==> src/design/bilinear_alpha_weighted_sampler_defines.svh <==
`ifndef BILINEAR_ALPHA_WEIGHTED_SAMPLER_DEFINES_SVH
`define BILINEAR_ALPHA_WEIGHTED_SAMPLER_DEFINES_SVH

// Same-cycle implication, sampled on clk_i, off while rst_ni is low.
`define BAVS_ASSERT_IMP(lbl, ante, cons, msg) \
  lbl: assert property (@(posedge clk_i) disable iff (!rst_ni) (ante) |-> (cons)) \
    else $error(msg);

// Next-cycle implication, sampled on clk_i, off while rst_ni is low.
`define BAVS_ASSERT_NXT(lbl, ante, cons, msg) \
  lbl: assert property (@(posedge clk_i) disable iff (!rst_ni) (ante) |=> (cons)) \
    else $error(msg);

`endif

==> src/design/bavs_pkg.sv <==
package bavs_pkg;

  localparam int MAX_WIDTH   = 256;
  localparam int MAX_HEIGHT  = 256;
  localparam int WEIGHT_FRAC = 8;

  localparam int PIX_W   = 8;
  localparam int CH_W    = 8;
  localparam int WORD_W  = 4 * CH_W;
  localparam int SIZE_W  = 9;
  localparam int COORD_W = 17;
  localparam int FRAC_IN = 16;

  localparam int T_W  = COORD_W + SIZE_W;
  localparam int TQ_W = T_W - FRAC_IN;

  localparam int ROW_W      = $clog2(MAX_HEIGHT);
  localparam int COL_W      = $clog2(MAX_WIDTH);
  localparam int BANK_AW    = (ROW_W - 1) + (COL_W - 1);
  localparam int BANK_DEPTH = 2 ** BANK_AW;

  localparam int WGT_W = WEIGHT_FRAC + 1;
  localparam int WW_W  = 2 * WEIGHT_FRAC + 1;
  localparam int AW_W  = CH_W + WW_W;
  localparam int NW_W  = CH_W + AW_W;
  localparam int Q_W   = CH_W;

  localparam logic [T_W-1:0] T_HALF = T_W'(1) << (FRAC_IN - 1);

  typedef enum logic {
    OP_WRITE  = 1'b0,
    OP_SAMPLE = 1'b1
  } op_e;

  typedef enum logic {
    CFG_WIDTH  = 1'b0,
    CFG_HEIGHT = 1'b1
  } cfg_idx_e;

  // Per-sample texel qualifiers and axis weights; bank k = {row parity, col parity}.
  typedef struct packed {
    logic [3:0]       tex_ok;
    logic [WGT_W-1:0] wr_even;
    logic [WGT_W-1:0] wr_odd;
    logic [WGT_W-1:0] wc_even;
    logic [WGT_W-1:0] wc_odd;
  } tap_t;

  typedef struct packed {
    logic [2:0][NW_W-1:0] num;
    logic [AW_W-1:0]      den;
  } sum_t;

endpackage

==> src/design/bavs_if.sv <==


interface bavs_out_if;
  logic                      valid;
  logic                      ready;
  logic [bavs_pkg::CH_W-1:0] out_red;
  logic [bavs_pkg::CH_W-1:0] out_green;
  logic [bavs_pkg::CH_W-1:0] out_blue;
  logic [bavs_pkg::CH_W-1:0] out_alpha;

  modport source (
    output valid, out_red, out_green, out_blue, out_alpha,
    input  ready
  );
  modport sink (
    input  valid, out_red, out_green, out_blue, out_alpha,
    output ready
  );
endinterface

==> src/design/bavs_div.sv <==
module bavs_div (
  input  logic           clk_i,
  input  logic           rst_ni,
  input  logic           in_valid_i,
  output logic           in_ready_o,
  input  bavs_pkg::sum_t sum_i,
  bavs_out_if.source     out_o
);

  localparam int Q_W  = bavs_pkg::Q_W;
  localparam int NW_W = bavs_pkg::NW_W;
  localparam int AW_W = bavs_pkg::AW_W;
  localparam int CH_W = bavs_pkg::CH_W;
  localparam int A_SH = 2 * bavs_pkg::WEIGHT_FRAC;

  logic [Q_W-1:0]                 v_q;
  logic [Q_W-1:0][2:0][NW_W-1:0]  rem_q;
  logic [Q_W-1:0][2:0][Q_W-1:0]   quo_q;
  logic [Q_W-1:0][AW_W-1:0]       den_q;
  logic [Q_W:0]                   en;
  logic [Q_W-1:0][2:0][NW_W-1:0]  rem_d;
  logic [Q_W-1:0][2:0][Q_W-1:0]   quo_d;
  logic [Q_W-1:0][AW_W-1:0]       den_d;
  logic [AW_W-A_SH-1:0]           a_hi;

  always_comb begin
    en[Q_W] = out_o.ready;
    for (int s = Q_W - 1; s >= 0; s--) begin
      en[s] = !v_q[s] || en[s+1];
    end
  end
  assign in_ready_o = en[0];

  // One quotient bit per stage, MSB first, restoring.
  always_comb begin
    logic [2:0][NW_W-1:0] rin;
    logic [2:0][Q_W-1:0]  qin;
    logic [AW_W-1:0]      din;
    logic [NW_W-1:0]      dsh;
    for (int s = 0; s < Q_W; s++) begin
      if (s == 0) begin
        rin = sum_i.num;
        qin = '0;
        din = sum_i.den;
      end else begin
        rin = rem_q[s-1];
        qin = quo_q[s-1];
        din = den_q[s-1];
      end
      dsh = NW_W'(din) << (Q_W - 1 - s);
      for (int c = 0; c < 3; c++) begin
        rem_d[s][c] = rin[c];
        quo_d[s][c] = qin[c];
        if (rin[c] >= dsh) begin
          rem_d[s][c]               = rin[c] - dsh;
          quo_d[s][c][Q_W - 1 - s]  = 1'b1;
        end
      end
      den_d[s] = din;
    end
  end

  always_ff @(posedge clk_i or negedge rst_ni) begin
    if (!rst_ni) begin
      v_q <= '0;
    end else begin
      for (int s = 0; s < Q_W; s++) begin
        if (en[s]) v_q[s] <= (s == 0) ? in_valid_i : v_q[s-1];
      end
    end
  end

  always_ff @(posedge clk_i) begin
    for (int s = 0; s < Q_W; s++) begin
      if (en[s]) begin
        rem_q[s] <= rem_d[s];
        quo_q[s] <= quo_d[s];
        den_q[s] <= den_d[s];
      end
    end
  end

  assign a_hi = den_q[Q_W-1][AW_W-1:A_SH];

  assign out_o.valid     = v_q[Q_W-1];
  assign out_o.out_red   = (den_q[Q_W-1] == '0) ? '0 : quo_q[Q_W-1][0];
  assign out_o.out_green = (den_q[Q_W-1] == '0) ? '0 : quo_q[Q_W-1][1];
  assign out_o.out_blue  = (den_q[Q_W-1] == '0) ? '0 : quo_q[Q_W-1][2];
  assign out_o.out_alpha = (a_hi > (AW_W-A_SH)'({CH_W{1'b1}})) ? '1 : CH_W'(a_hi);

endmodule
==> src/flat_wrapper.sv <==
// flat-port wrapper written by rule: the top's interface ports become plain ports
module bavs_div_flat 
  (clk_i, rst_ni, in_valid_i, in_ready_o, sum_i, out_o_valid, out_o_out_red, out_o_out_green, out_o_out_blue, out_o_out_alpha, out_o_ready);
  bavs_out_if out_o_i ();
  input  logic clk_i;
  input  logic rst_ni;
  input  logic in_valid_i;
  output logic in_ready_o;
  input  bavs_pkg::sum_t sum_i;
  output wire logic [$bits(out_o_i.valid)-1:0] out_o_valid;
  output wire logic [$bits(out_o_i.out_red)-1:0] out_o_out_red;
  output wire logic [$bits(out_o_i.out_green)-1:0] out_o_out_green;
  output wire logic [$bits(out_o_i.out_blue)-1:0] out_o_out_blue;
  output wire logic [$bits(out_o_i.out_alpha)-1:0] out_o_out_alpha;
  input wire logic [$bits(out_o_i.ready)-1:0] out_o_ready;
  assign out_o_valid = out_o_i.valid;
  assign out_o_out_red = out_o_i.out_red;
  assign out_o_out_green = out_o_i.out_green;
  assign out_o_out_blue = out_o_i.out_blue;
  assign out_o_out_alpha = out_o_i.out_alpha;
  assign out_o_i.ready = out_o_ready;
  bavs_div u_core (.clk_i(clk_i), .rst_ni(rst_ni), .in_valid_i(in_valid_i), .in_ready_o(in_ready_o), .sum_i(sum_i), .out_o(out_o_i));
endmodule
==> config.mk <==
export PLATFORM = sky130hd
export DESIGN_NAME = bavs_div_flat
export DESIGN_NICKNAME = d
export VERILOG_FILES = /design/src/design/bilinear_alpha_weighted_sampler_defines.svh /design/src/design/bavs_pkg.sv /design/src/design/bavs_if.sv /design/src/design/bavs_div.sv /design/src/flat_wrapper.sv
export SDC_FILE = /design/constraint.sdc
export NUM_CORES = 2
export LEC_CHECK = 0
export BUFFER_PORTS_ARGS = -buffer_cell sky130_fd_sc_hd__buf_2
export CAP_MARGIN = 10
export CELL_PAD_IN_SITES_DETAIL_PLACEMENT = 1
export CELL_PAD_IN_SITES_GLOBAL_PLACEMENT = 2
export CORE_ASPECT_RATIO = 1.1
export CORE_MARGIN = 5
export CORE_UTILIZATION = 38
export DETAILED_ROUTE_END_ITERATION = 7
export PLACE_DENSITY = 0.84
export SLEW_MARGIN = 20
export SYNTH_ARGS = -nofsm -noshare
export SYNTH_HDL_FRONTEND = slang
export SYNTH_SLANG_ARGS = --single-unit
==> constraint.sdc <==
create_clock -name clk_i -period 13.4 [get_ports clk_i]
set_input_delay 0.67 -clock clk_i [delete_from_list [all_inputs] [get_ports clk_i]]
set_output_delay 0.67 -clock clk_i [all_outputs]
set_load 0.05 [all_outputs]
==> impl_metrics.tcl <==
set metrics [dict create \
    synth-seq-cells 1009 \
    postCtsSetupBuffers 0 \
    start_kind "flip-flop" \
    rsz0062_at_grt "no" \
    die_y_um 449 \
    initial_core_util 0.381 \
    postSynthAreaPerCell_um2 10.2 \
    period_share 0.341 \
    ctsResizeCount 0 \
    gp_congestion 0.974 \
    synth_edf_count 1001 \
    pin_count 162 \
    drtAntennaViolNets 0 \
    p_per_area_mw_per_mm2 269 \
    async_flop_share 0.00793 \
    first_pass_iters 8 \
    wl_per_cell_um 24.4 \
    grt_max_degree 75 \
    fin_nets 7444 \
    p_leak_nw 29.7 \
    grt_overflow 0 \
    syn_to_final_growth_pct 11.1 \
    cts-root-buf "clkbuf_16" \
    ys_warn_count 0 \
    crit_type "flip-flop to output pin" \
    period_minus_slack_ns 4.57 \
    synth_top_area_share 0.452 \
    viasPerCell 5.61 \
    reg2reg_depth 13 \
    die-width_um 409 \
    slew_viol_final 0 \
    grt_pass1_vias 54200 \
    synth_ff_type "edfxtp_1" \
    cp.arrival_ns 3.90 \
    hold_path.class "input pin to flip-flop" \
    required_ns 12.73 \
    fmaxAchievable_mhz 219 \
    cts_made_buffers 112 \
    vias 50900 \
    max_slew_margin 0.194 \
    maxCapViolCount 0 \
    yosysMostFrequentCell "edfxtp_1" \
    synthesis.nets 7274 \
    synth_largest_area_cell "edfxtp_1" \
    fin_skew_ns 0.0348 \
    grt_pass1_wl_mm 333 \
    clock_path_buffers 3 \
    dieArea_mm2 0.183 \
    place_ws_ns 8.80 \
    hold_viol 0 \
    critPathCaptureType "output pin" \
    setup-tns-final_ns 0 \
    hold_depth 1 \
    h-tree-depth 3 \
    setup_viol 0 \
    setup_ws_ns 8.83 \
    tightest_slew_ns 1.20 \
    clkLatencyLatePin_ns 0.75 \
    cts_tree "done" \
    synthCells 6525 \
    first_iter_violations 2715 \
    grt_use_total 0.236 \
    drive_above_1_share 0.0791 \
    finalWirelength_mm 222 \
    synthDistinctLibCells 95 \
    synth_area_leaders "edfxtp_1, ha_1, a21oi_1" \
    ir_worst_vdd_mv 0.129 \
    antenna_found_initial 3 \
    syn_area_mm2 0.0665 \
    rows 161 \
    insertedDiodeCount 0 \
    cts.sinks 1009 \
    synth.top_cells.by_count "edfxtp_1, ha_1, nand2_1" \
    coreArea_mm2 0.174 \
    ys_seq_area_frac 0.455 \
    outcome "finished clean" \
    path_max_fanout 64 \
    drc 0 \
    clkTransAtPathRegs_ns 0.06 \
    hpwl_mm 184 \
    port-buffer-count 161 \
]
[critical path, stage by stage (launching register included)]
cell and delay (ns):
dfrtp_1 0.36, nor2b_1 0.45, nand3_4 0.25, nor2_1 0.64, nand3_4 0.10, buf_4 0.36
inv_1 0.27, nand3_4 0.09, buf_4 0.28, buf_2 0.30
[registers in the layout, indices dropped and copies added (netlist names)]
name	cells
u_core.den_d	175
u_core.a_hi	9
u_core.quo_d	84
u_core.rem_q	693
u_core.quo_q	24
u_core.den_q	16
u_core.v_q	8
[per-stage QoR]
stage | cells | power (W) | hold slack (ns) | util | area (µm²)
global placement | 8862 | 0.0164 | 0.401 | 0.402 | 70200
CTS | 9073 | 0.0199 | 0.0666 | 0.424 | 73900
finish | 9073 | 0.0199 | 0.121 | 0.424 | 73900
global route | 9073 | 0.0213 | 0.101 | 0.424 | 73900
floorplan | 6525 | 0.0133 | 0.374 | - | 66500
detailed placement | 8862 | 0.0167 | 0.406 | 0.402 | 70200
[logic make-up (layout without fill, tap and decap cells)]
family	after synthesis	after routing	synth area share
flip-flops	1009	1009	0.455
multiplexers	79	79	0.0132
XOR/XNOR	508	508	0.0669
AO/OA/AOI/OAI	1895	1895	0.177
AND/OR/NAND/NOR	1857	1857	0.136
adder cells (fa/ha/maj)	621	621	0.119
buffers and inverters	556	822	0.0317
[cell type report]
cell class | count | area, µm²
repair buffers | 209 | 1170
flip-flops and latches | 1009 | 30300
clock inverters | 84 | 812
multi-input cells | 4960 | 34400
inverters | 403 | 1520
fillers | 19400 | 101000
clock buffers | 126 | 2880
well taps | 2282 | 2860
[cells in the final DEF, fill, tap and decap left out, types with 24 or more instances in the layout]
cell and count:
nand2b_1 84, edfxtp_1 1001, nor2b_1 113, inv_1 401, clkinv_1 24, buf_2 161, a211oi_1 39, a21boi_0 25
nand2_1 597, nand3_1 126, nor3_1 107, a21oi_1 546, xor2_1 231, nand4_1 100, or3_1 42, xnor2_1 277
ha_1 600, nor4_1 56, o21ai_0 535, clkbuf_16 113, and3_1 47, nor2_1 405, o21a_1 60, o21bai_1 83
o211ai_1 37, a21o_1 283, or2_2 29, mux2_2 68, o31ai_1 58, a31oi_1 42, buf_4 47
[power by group]
group,internal [W],switching (W)
Sequential,0.00546,0.000987
Combinational,0.00404,0.00629
Clock,0.00178,0.00132
Total,0.0113,0.00860
[path summary, 6_finish.rpt]
check | start | to | slack [ns]
min reg2reg | u_core.quo_d[187] | u_core.quo_q[187] | 0.41
max | u_core.v_q[7] | in_ready_o | 8.83
max in group asynchronous | rst_ni | u_core.v_q[5] | 12.88
max reg2reg | u_core.den_d[141] | u_core.rem_q[522] | 8.86
min | sum_i[4] | u_core.den_d[29] | 0.12
min in group asynchronous | rst_ni | u_core.v_q[2] | 0.32
[per-layer routing]
| layer | vias up | wire length [µm] | global-route usage |
|---|---|---|---|
| li1 | 24500 | - | - |
| met1 | 24900 | 88100 | 0.266 |
| met2 | 985 | 113000 | 0.435 |
| met3 | 420 | 5760 | 0.0212 |
| met4 | 0 | 14600 | 0.133 |
| met5 | - | 0 | 0 |
[what timing repair did]
item	4_1_cts	5_1_grt
hold buffers	1	0
hold endpoints to repair	8	0
setup endpoints to repair	0	0
No activity file was read; power rests on OpenSTA's default activity.
